`src/rtl/core/htfr_pkg.sv`:
```
// shared constants and types for the header/trailer frame receiver
// no dependencies; used by header_trailer_frame_receiver and htfr_core, not by htfr_in_stage
`timescale 1ns / 1ps
`default_nettype none

package htfr_pkg;

	localparam int unsigned FRAME_MAX_DEF = 10;

	localparam logic [7:0] HDR_FIRST  = 8'h2C;
	localparam logic [7:0] HDR_SECOND = 8'h12;
	localparam logic [7:0] END_MARK   = 8'h5B;

	// smallest frame, final byte included, that gives a result
	localparam int unsigned MIN_FRAME = 5;

	typedef struct packed {
		logic       hit;
		logic [7:0] bias;
		logic [7:0] sign_byte;
		logic [7:0] label;
		logic [7:0] channel;
		logic       ended_by_marker;
	} result_t;

	typedef struct packed {
		logic in_body;
		logic in_swallow;
	} status_t;

endpackage

`default_nettype wire

```
`src/rtl/core/header_trailer_frame_receiver.sv`:
```
// channel  | valid    | ready     | payload
// rx       | rx_valid | rx_ready  | rx_byte
// res      | res_valid| res_ready | bias, sign_byte, label, channel, ended_by_marker
//
// one byte per cycle sustained unless res stalls; a byte goes from rx to res
// through the input register, then the result register behind the frame state machine
// a result waits in its register while the next byte is taken in; input stalls
// only when both the input stage and the result register are full
// reset clears the handshake state, the frame phase and the byte count
// depends on htfr_pkg, htfr_in_stage, htfr_core
`timescale 1ns / 1ps
`default_nettype none

module header_trailer_frame_receiver #(
	parameter int unsigned FRAME_MAX = htfr_pkg::FRAME_MAX_DEF
) (
	input  wire logic       clk,
	input  wire logic       arst_n,
	input  wire logic       rx_valid,
	output logic            rx_ready,
	input  wire logic [7:0] rx_byte,
	output logic            res_valid,
	input  wire logic       res_ready,
	output logic [7:0]      bias,
	output logic [7:0]      sign_byte,
	output logic [7:0]      label,
	output logic [7:0]      channel,
	output logic            ended_by_marker
);

	logic              valid_s1;
	logic [7:0]        byte_s1;
	logic              advance;
	logic              out_valid_q;
	htfr_pkg::result_t res;
	htfr_pkg::status_t status;
	htfr_pkg::result_t out_q;

	// an item moves on when the result register is empty or being drained
	assign advance = valid_s1 && (!out_valid_q || res_ready);

	htfr_in_stage u_in_stage (
		.clk      (clk),
		.arst_n   (arst_n),
		.rx_valid (rx_valid),
		.rx_ready (rx_ready),
		.rx_byte  (rx_byte),
		.advance  (advance),
		.valid_s1 (valid_s1),
		.byte_s1  (byte_s1)
	);

	htfr_core #(
		.FRAME_MAX (FRAME_MAX)
	) u_core (
		.clk     (clk),
		.arst_n  (arst_n),
		.advance (advance),
		.byte_in (byte_s1),
		.res     (res),
		.status  (status)
	);

	always_ff @(posedge clk or negedge arst_n) begin
		if (!arst_n) begin
			out_valid_q <= 1'b0;
		end else if (advance) begin
			out_valid_q <= res.hit;
		end else if (res_ready) begin
			out_valid_q <= 1'b0;
		end
	end

	always_ff @(posedge clk) begin
		if (advance && res.hit) begin
			out_q <= res;
		end
	end

	assign res_valid       = out_valid_q;
	assign bias            = out_q.bias;
	assign sign_byte       = out_q.sign_byte;
	assign label           = out_q.label;
	assign channel         = out_q.channel;
	assign ended_by_marker = out_q.ended_by_marker;

`ifndef NO_ASSERTIONS
	// a result only comes out of the body phase
	a_hit_in_body: assert property (@(posedge clk) disable iff (!arst_n)
		res.hit |-> status.in_body)
		else $error("result raised outside the body phase");

	// a frame that produced a result is followed by the swallow phase
	a_swallow_after_hit: assert property (@(posedge clk) disable iff (!arst_n)
		(advance && res.hit) |=> status.in_swallow)
		else $error("no swallow phase after a result");

	// an unread result is never overwritten or dropped
	a_result_held: assert property (@(posedge clk) disable iff (!arst_n)
		(out_valid_q && !res_ready) |-> !advance)
		else $error("result register overwritten while stalled");

	// an empty input stage always takes a new item
	a_ready_when_empty: assert property (@(posedge clk) disable iff (!arst_n)
		!valid_s1 |-> rx_ready)
		else $error("input stage empty but not ready");
`endif

endmodule

`default_nettype wire

```
`src/rtl/core/htfr_in_stage.sv`:
```
// input register stage of the frame receiver: holds one received byte
// depends on nothing outside this file
`timescale 1ns / 1ps
`default_nettype none

module htfr_in_stage (
	input  wire logic       clk,
	input  wire logic       arst_n,
	input  wire logic       rx_valid,
	output logic            rx_ready,
	input  wire logic [7:0] rx_byte,
	input  wire logic       advance,
	output logic            valid_s1,
	output logic [7:0]      byte_s1
);

	logic vld_s1;

	// stage frees up in the same cycle its item moves on
	assign rx_ready = !vld_s1 || advance;
	assign valid_s1 = vld_s1;

	always_ff @(posedge clk or negedge arst_n) begin
		if (!arst_n) begin
			vld_s1 <= 1'b0;
		end else if (rx_ready) begin
			vld_s1 <= rx_valid;
		end
	end

	always_ff @(posedge clk) begin
		if (rx_valid && rx_ready) begin
			byte_s1 <= rx_byte;
		end
	end

endmodule

`default_nettype wire

```
`src/rtl/core/htfr_core.sv`:
```
// frame state machine: header hunt, body capture, end detection, result build
// depends on htfr_pkg
`timescale 1ns / 1ps
`default_nettype none

module htfr_core #(
	parameter int unsigned FRAME_MAX = htfr_pkg::FRAME_MAX_DEF
) (
	input  wire logic       clk,
	input  wire logic       arst_n,
	input  wire logic       advance,
	input  wire logic [7:0] byte_in,
	output htfr_pkg::result_t res,
	output htfr_pkg::status_t status
);

	localparam int unsigned CntW = $clog2(FRAME_MAX);
	localparam logic [CntW-1:0] CntLast = CntW'(FRAME_MAX - 1);
	localparam logic [CntW-1:0] CntMin  = CntW'(htfr_pkg::MIN_FRAME - 1);

	typedef enum logic [1:0] {
		HUNT1,
		HUNT2,
		BODY,
		SWALLOW
	} phase_t;

	phase_t          phase_q, phase_d;
	logic [CntW-1:0] count_q, count_d;
	logic [7:0]      recent_q [4];
	logic            push;
	logic            hit;
	logic            marker;
	logic            frame_end;

	assign marker    = (byte_in == htfr_pkg::END_MARK);
	assign frame_end = (count_q >= CntLast) || marker;

	always_comb begin
		phase_d = phase_q;
		count_d = count_q;
		push    = 1'b0;
		hit     = 1'b0;
		unique case (phase_q)
			HUNT1: begin
				if (byte_in == htfr_pkg::HDR_FIRST) begin
					push    = 1'b1;
					count_d = CntW'(1);
					phase_d = HUNT2;
				end else begin
					count_d = '0;
				end
			end
			HUNT2: begin
				if (byte_in == htfr_pkg::HDR_SECOND) begin
					push    = 1'b1;
					count_d = count_q + CntW'(1);
					phase_d = BODY;
				end else begin
					count_d = '0;
					phase_d = HUNT1;
				end
			end
			BODY: begin
				if (frame_end) begin
					// short frames close silently
					hit     = (count_q >= CntMin);
					phase_d = SWALLOW;
				end else begin
					push    = 1'b1;
					count_d = count_q + CntW'(1);
				end
			end
			SWALLOW: begin
				count_d = '0;
				phase_d = HUNT1;
			end
			default: begin
				count_d = '0;
				phase_d = HUNT1;
			end
		endcase
	end

	assign res.hit             = hit;
	assign res.bias            = recent_q[0];
	assign res.sign_byte       = recent_q[1];
	assign res.label           = recent_q[2];
	assign res.channel         = recent_q[3];
	assign res.ended_by_marker = marker;

	assign status.in_body    = (phase_q == BODY);
	assign status.in_swallow = (phase_q == SWALLOW);

	always_ff @(posedge clk or negedge arst_n) begin
		if (!arst_n) begin
			phase_q <= HUNT1;
			count_q <= '0;
		end else if (advance) begin
			phase_q <= phase_d;
			count_q <= count_d;
		end
	end

	// last four frame bytes, entry 3 newest
	always_ff @(posedge clk) begin
		if (advance && push) begin
			recent_q[0] <= recent_q[1];
			recent_q[1] <= recent_q[2];
			recent_q[2] <= recent_q[3];
			recent_q[3] <= byte_in;
		end
	end

endmodule

`default_nettype wire

```
`config.mk`:
```
export PLATFORM = sky130hd
export DESIGN_NAME = header_trailer_frame_receiver
export DESIGN_NICKNAME = d
export VERILOG_FILES = /design/src/rtl/core/htfr_pkg.sv /design/src/rtl/core/header_trailer_frame_receiver.sv /design/src/rtl/core/htfr_in_stage.sv /design/src/rtl/core/htfr_core.sv
export SDC_FILE = /design/constraint.sdc
export NUM_CORES = 1
export LEC_CHECK = 0
export BUFFER_PORTS_ARGS = -buffer_cell sky130_fd_sc_hd__buf_2
export CAP_MARGIN = 25
export CORE_MARGIN = 10
export CORE_UTILIZATION = 59
export CTS_CLUSTER_DIAMETER = 120
export DETAILED_ROUTE_END_ITERATION = 10
export PLACE_DENSITY = 0.83
export RECOVER_POWER = 50
export SYNTH_ARGS = -nofsm -noshare
export SYNTH_HDL_FRONTEND = slang
export SYNTH_SLANG_ARGS = --single-unit
export TNS_END_PERCENT = 10
```
`constraint.sdc`:
```
create_clock -name clk -period 4.31 [get_ports clk]
set_clock_uncertainty 0.05 [all_clocks]
set_input_delay 0.431 -clock clk [delete_from_list [all_inputs] [get_ports clk]]
set_output_delay 0.431 -clock clk [all_outputs]
set_load 0.02 [all_outputs]
```
==> impl_metrics.py, run 1 <==
metrics = {
    "status": {
        "status": "completed",
    },
    "clock_network": {
        "cts_setup_buffers": 0,
        "numCtsBuffers": 9,
        "cts-resized-gates": 0,
        "worstSkewPairLatency_ns": 0.34,
        "cts_tree": "built",
        "clk_pin_slew_worst_paths_ns": 0.08,
        "cts_sinks": 81,
        "htreeDepth": 3,
        "clockBufferDepth": 2,
        "clockRootBuffer": "clkbuf_8",
    },
    "floorplanning": {
        "die_h_um": 88.9,
        "coreArea_sq_um": 4470,
        "fp.dieW_um": 88.9,
        "start_util_pct": 62.6,
        "rows": 24,
        "die_area_sq_um": 7900,
        "io_pins": 47,
    },
    "place": {
        "numPortBuffers": 46,
        "gp_congestion": 0.793,
        "place_hpwl_mm": 3.13,
        "dp_slack_ns": 1.70,
        "dp.cells": 233,
        "placed_area_sq_um": 3110,
    },
    "hold_path": {
        "hp-class": "primary input to flip-flop",
        "holdPathStages": 1,
    },
    "setup_path": {
        "crit_family": "buffers and inverters",
        "path_cells": "inv_1 -> ha_1 -> nor3b_2 -> o22ai_2 -> nand2_1 -> nor2_2 -> buf_4",
        "critPathBufInv": 2,
        "worst_ep_arrival_time_ns": 2.13,
        "slowest_delay_ns": 0.44,
        "crit_fanout": 33,
        "end_kind": "flip-flop",
        "slowest_stage": "dfrtp_1",
        "rr_worst_depth": 7,
        "startpoint_type": "flip-flop",
        "critPathKind": "flip-flop to flip-flop",
        "critPathRequiredTime_ns": 4.26,
        "path_depth": 7,
    },
    "sta": {
        "fin_crit_ns": 2.18,
        "fmax_mhz": 458,
        "slew_headroom_pct": 69.9,
        "whs_ns": 0.210,
        "slew_violations": 0,
        "finalCritPeriodShare_pct": 50.7,
        "tightest_slew_ns": 0.452,
        "rsz0062_at_grt": "false",
        "fin_ws_ns": 2.13,
        "hold_viol_final": 0,
        "fin_tns_setup_ns": 0,
        "setup_violations": 0,
    },
    "drt": {
        "wl_per_cell_um": 18.7,
        "vias": 1400,
        "wl_mm": 4.69,
        "first_pass_iters": 4,
        "drt_iter0_drc": 88,
        "via_per_inst": 5.58,
        "drtAntennaViolNets": 0,
        "drc_errors": 0,
    },
    "synthesis": {
        "synthesis.area_sq_um": 2800,
        "ys_ff_latch": 81,
        "ys_seq_area_share_pct": 85.5,
        "syn_nets": 149,
        "syn_inst": 134,
        "avgSynthCellArea_sq_um": 20.9,
        "ys_warn_count": 0,
        "ys_types": 32,
    },
    "cells_and_area": {
        "diodes": 0,
        "finish.utilization_pct": 75.2,
        "multi_input_area_sq_um": 394,
        "nFillCells": 262,
        "seqCellArea_sq_um": 2390,
        "final_cell_mix": "edfxtp_1, buf_2, clkbuf_1, clkbuf_8, dfrtp_1",
        "area_growth_pct": 20.2,
        "layout_commonest_cell": "edfxtp_1",
        "drive_gt1_share_pct": 31.7,
        "stdcell_area_sq_um": 3360,
        "final_cells": 251,
        "fin_nets": 209,
    },
    "flow_run": {
        "maxCapViolCount": 0,
    },
    "power": {
        "power_leakage_nw": 1.18,
        "power_mw": 1.52,
        "vdd_drop_max_mv": 0.291,
        "power_density_nw_per_um2": 451,
    },
    "grt": {
        "first_global_vias": 1447,
        "grt_max_degree": 34,
        "antenna_found_initial": 0,
        "grt_pass1_wl_mm": 7.16,
        "overflow": 0,
        "grt_use_total_pct": 12.4,
    },
}
-- cells in the mapped netlist, drive strengths merged --
library cell | number | area [sq um]
edfxtp | 73 | 2190
dfrtp | 8 | 200
inv | 6 | 22.5
o21ai | 6 | 30.0
nand2 | 4 | 15.0
nand3 | 4 | 20.0
a21oi | 3 | 18.8
ha | 3 | 37.5
mux2i | 3 | 30.0
nand2b | 2 | 12.5
nor2 | 2 | 7.51
o22ai | 2 | 25.0
a211oi | 1 | 7.51
a22o | 1 | 8.76
a41o | 1 | 11.3
and2 | 1 | 6.26
mux2 | 1 | 15.0
nand3b | 1 | 7.51
nand4 | 1 | 6.26
nand4b | 1 | 8.76
nand4bb | 1 | 11.3
nor2b | 1 | 13.8
nor3b | 1 | 12.5
nor4 | 1 | 21.3
nor4b | 1 | 15.0
nor4bb | 1 | 10.0
o211ai | 1 | 7.51
o21ba | 1 | 10.0
o21bai | 1 | 7.51
o31ai | 1 | 7.51
-- registers in the layout, summed over array words and instances, names as in the netlist, named ones only --
register / cells
label: 8
u_core.recent_q: 32
sign_byte: 8
res_valid: 1
u_in_stage.byte_s1: 8
u_in_stage.valid_s1: 1
u_core.phase_q: 1
bias: 8
channel: 8
ended_by_marker: 1
u_core.count_q: 4
-- power breakdown --
part	total (mW)	switching, mW	internal, mW
clock network	0.636	0.254	0.382
registers	0.862	0.00815	0.854
logic	0.0191	0.00982	0.00931
-- layout make-up --
type | count | share of cell area, %
Timing Repair Buffer | 49 | 7.62
Inverter | 6 | 0.669
Tap cell | 52 | 1.93
Clock inverter | 6 | 3.16
Clock buffer | 10 | 3.79
Multi-Input combinational cell | 47 | 11.7
Sequential cell | 81 | 71.1
-- kinds of logic (layout without fill, tap and decap cells) --
| kind of cell | Yosys count | after routing | share of synthesized area (%) |
|---|---|---|---|
| multiplexers | 4 | 4 | 1.61 |
| adder cells (fa/ha/maj) | 3 | 3 | 1.34 |
| AO/OA/AOI/OAI | 18 | 18 | 4.78 |
| buffers and inverters | 6 | 71 | 0.805 |
| AND/OR/NAND/NOR | 22 | 22 | 5.99 |
| flip-flops | 81 | 81 | 85.5 |
-- per-layer routing --
metal / part of all wire, % / vias up / GRT usage (%)
met5: 0 / - / 0
met2: 48 / 59 / 19.5
met4: 1.3 / 0 / 5.87
li1: - / 647 / -
met3: 9.9 / 6 / 6.34
met1: 40 / 688 / 13.9
-- timing repair --
item                                    4_1_cts  5_1_grt
endpoints found under the setup margin        0        0
endpoints found under the hold margin         8        0
hold buffers                                  1        0
-- path summary, 6_finish.rpt --
check | from | to | slack, ns
setup / recovery | u_core.count_q[0] | channel[6] | 2.13
hold / removal | rx_byte[5] | u_in_stage.byte_s1[5] | 0.21
setup reg to reg | u_core.count_q[0] | channel[6] | 2.13
hold reg to reg | u_core.recent_q[0][5] | bias[5] | 0.37
max in group asynchronous | arst_n | async pin | 3.40
min in group asynchronous | arst_n | u_core.count_q[3] | 0.49
(Power assumes the default switching activity.)
==> inputs of run 2 (changes only) <==
Settings changed: ABC_AREA set to 1, CORE_UTILIZATION 59 to 55, PLACE_DENSITY 0.83 to 0.78.
Clock period 4.31 ns to 2.2 ns, I/O delays scaled along.
==> run 2 against run 1 <==
  * Critical path depth up 1
  * Sequential share of layout area down 3.1 points
  * Combinational power rose to 6.3 times the previous value
  * Highest routed layer unchanged
  * Core utilization down 5.8 points
  * Hold slack worse by 0.16 ns
  * Die area up 7.5%
  * Sequential power up 100%
  * Design area up 4.6%
  * Synthesized area up 2.3%
  * Largest power group unchanged
  * First-iteration DRC count up 10%
==> impl_metrics.py, run 2 <==
metrics = {
    "cells_and_area": {
        "final_cells": 316,
        "area_growth_pct": 22.9,
        "drive_gt1_share_pct": 25.6,
        "layout_commonest_cell": "edfxtp_1",
        "largest_reg_flops": 32,
        "diodes": 0,
        "top_register": "u_core.recent_q",
        "fin_nets": 258,
        "final_cell_mix": "edfxtp_1, nand2_1, buf_2, clkbuf_1, inv_1",
        "nFillCells": 352,
    },
    "sta": {
        "slew_headroom_pct": 71.2,
        "fin_crit_ns": 1.80,
        "slew_violations": 0,
        "setup_violations": 0,
        "rsz0062_at_grt": "false",
        "hold_viol_final": 0,
        "fin_tns_setup_ns": 0,
        "tightest_slew_ns": 0.432,
        "whs_ns": 0.0513,
        "finalCritPeriodShare_pct": 82.0,
        "fmax_mhz": 554,
    },
    "grt": {
        "grt_max_degree": 34,
        "first_global_vias": 1568,
        "grt_use_total_pct": 10.8,
        "antenna_found_initial": 0,
        "overflow": 0,
        "grt_pass1_wl_mm": 7.24,
    },
    "drt": {
        "first_pass_iters": 4,
        "wl_per_cell_um": 13.3,
        "wl_met1_mm": 1.80,
        "wl_mm": 4.21,
        "vias": 1488,
        "via_per_inst": 4.71,
        "drt_iter0_drc": 97,
        "wl_met3_um": 413,
        "drc_errors": 0,
        "top_layer": "met4",
        "drtAntennaViolNets": 0,
        "wl_met2_mm": 1.95,
    },
    "floorplanning": {
        "start_util_pct": 56.4,
        "die_area_sq_um": 8490,
        "rows": 26,
        "io_pins": 47,
        "fp.dieW_um": 92.1,
        "coreArea_sq_um": 5070,
        "die_h_um": 92.1,
    },
    "power": {
        "power_density_nw_per_um2": 837,
        "power_leakage_nw": 1.36,
        "vdd_drop_max_mv": 0.612,
    },
    "synthesis": {
        "synth-async-reset-ratio_pct": 9.88,
        "synth_top_area_share_pct": 76.6,
        "ys_types": 21,
        "synth.area.top_cells": "edfxtp_1, dfrtp_1, nand2_1",
        "synth_edf_count": 73,
        "ys_ff_latch": 81,
        "syn_nets": 190,
        "syn_inst": 175,
        "yosysTopAreaCell": "edfxtp_1",
        "ys_warn_count": 0,
        "avgSynthCellArea_sq_um": 16.4,
        "synth_commonest_cells": "edfxtp_1, nand2_1, inv_1",
        "ys_seq_area_share_pct": 83.6,
        "ys.flop_type": "edfxtp_1",
        "synthesis.area_sq_um": 2860,
        "synth.most_common_cell": "edfxtp_1",
    },
    "clock_network": {
        "cts_sinks": 81,
        "cts-resized-gates": 0,
        "numCtsBuffers": 9,
        "clk_pin_slew_worst_paths_ns": 0.07,
        "clockRootBuffer": "clkbuf_8",
        "cts_tree": "built",
        "clockBufferDepth": 2,
        "cts_setup_buffers": 0,
        "worstSkewPairLatency_ns": 0.34,
        "htreeDepth": 3,
        "hold_buffers": 9,
    },
    "setup_path": {
        "slowest_delay_ns": 0.37,
        "critPathKind": "flip-flop to flip-flop",
        "worst_ep_arrival_time_ns": 1.79,
        "rr_worst_depth": 8,
        "critPathRequiredTime_ns": 2.19,
        "crit_start": "u_core.count_q[1]",
        "r2r-end": "u_core.recent_q[0][0]",
        "slowest_stage": "dfrtp_1",
        "crit_fanout": 32,
        "end_kind": "flip-flop",
        "regToRegStartpoint": "u_core.count_q[1]",
        "ff2ff_setup_slack_ns": 0.40,
        "startpoint_type": "flip-flop",
        "cp-endpoint": "u_core.recent_q[0][0]",
        "path_cells": "inv_1 -> ha_1 -> nor2_1 -> nand2_1 -> nand2_2 -> nand3_2 -> a31oi_4 -> buf_12",
    },
    "place": {
        "dp.cells": 293,
        "gp_congestion": 0.742,
        "place_hpwl_mm": 2.92,
        "numPortBuffers": 46,
    },
    "hold_path": {
        "hp-class": "primary input to flip-flop",
    },
    "status": {
        "status": "completed",
    },
    "flow_run": {
        "maxCapViolCount": 0,
    },
}
[run 2: cell count changes after synthesis, sizes merged, moves of 5 or more]
| cell | change |
|---|---|
| nand2 | +37 |
| inv | +11 |
| nor2 | +10 |
| nand3 | +7 |
| o21ai | -5 |
[run 2: logic make-up (layout without fill, tap and decap cells)]
| family | count (synthesis) | count (layout) | synth area share [%] |
|---|---|---|---|
| AO/OA/AOI/OAI | 3 | 3 | 0.787 |
| flip-flops | 81 | 81 | 83.6 |
| XOR/XNOR | 3 | 3 | 0.918 |
| AND/OR/NAND/NOR | 67 | 67 | 11.0 |
| buffers and inverters | 18 | 89 | 2.45 |
| adder cells (fa/ha/maj) | 3 | 3 | 1.31 |
[run 2: power breakdown]
part           internal (mW)  switching, mW  leakage, nW
logic                 0.0470         0.0742        0.479
registers               1.69         0.0283        0.772
clock network          0.628          0.480        0.105
[run 2: worst min path at each step]
| stage | from | endpoint | slack [ns] | cells after the start |
|---|---|---|---|---|
| 3_5_place_dp | arst_n | u_core.count_q[1] | 0.03 | 1 |
| 6_report | rx_valid | u_in_stage.valid_s1 | 0.05 | 3 |
| 5_1_grt | rx_valid | u_in_stage.valid_s1 | 0.06 | 3 |
| 2_1_floorplan | arst_n | async pin | -0.13 | 0 |
| 3_3_place_gp | arst_n | u_core.count_q[1] | 0.02 | 1 |
| 4_1_cts | rx_valid | u_in_stage.valid_s1 | 0.04 | 3 |
[run 2: area by class of cell]
type                    count  area, sq um  area share, %
clock inverters             5         82.6           2.35
flip-flops and latches     81         2390           68.0
well taps                  70         87.6           2.49
multi-input cells          76          424           12.1
clock buffers               9          124           3.52
inverters                  18         70.1           1.99
repair buffers             57          339           9.63
[run 2: per-stage QoR]
| step | power, mW | setup slack (ns) | util (%) | instance area, sq um |
|---|---|---|---|---|
| after CTS | 2.97 | 0.396 | 69.8 | 3540 |
| after global placement | 1.86 | 0.467 | 64.0 | 3250 |
| after floorplan | 1.83 | -0.245 | - | 2880 |
| after global routing | 3.07 | 0.236 | 69.4 | 3520 |
| after detailed placement | 1.86 | 0.413 | 64.0 | 3250 |
| final | 2.95 | 0.395 | 69.4 | 3520 |
[run 2: routing by layer]
metal | vias up | global-route usage, %
li1 | 748 | -
met1 | 687 | 12.1
met2 | 48 | 16.4
met3 | 5 | 6.36
met4 | 0 | 4.88
met5 | - | 0
[run 2: worst max-delay path: cells and delay by family, from the launching register on]
family / cells / cell delay (ns)
fa+ha+maj: 1 / 0.18
flops: 1 / 0.37
compound gates: 1 / 0.22
simple gates: 4 / 0.36
buf+inv: 2 / 0.32
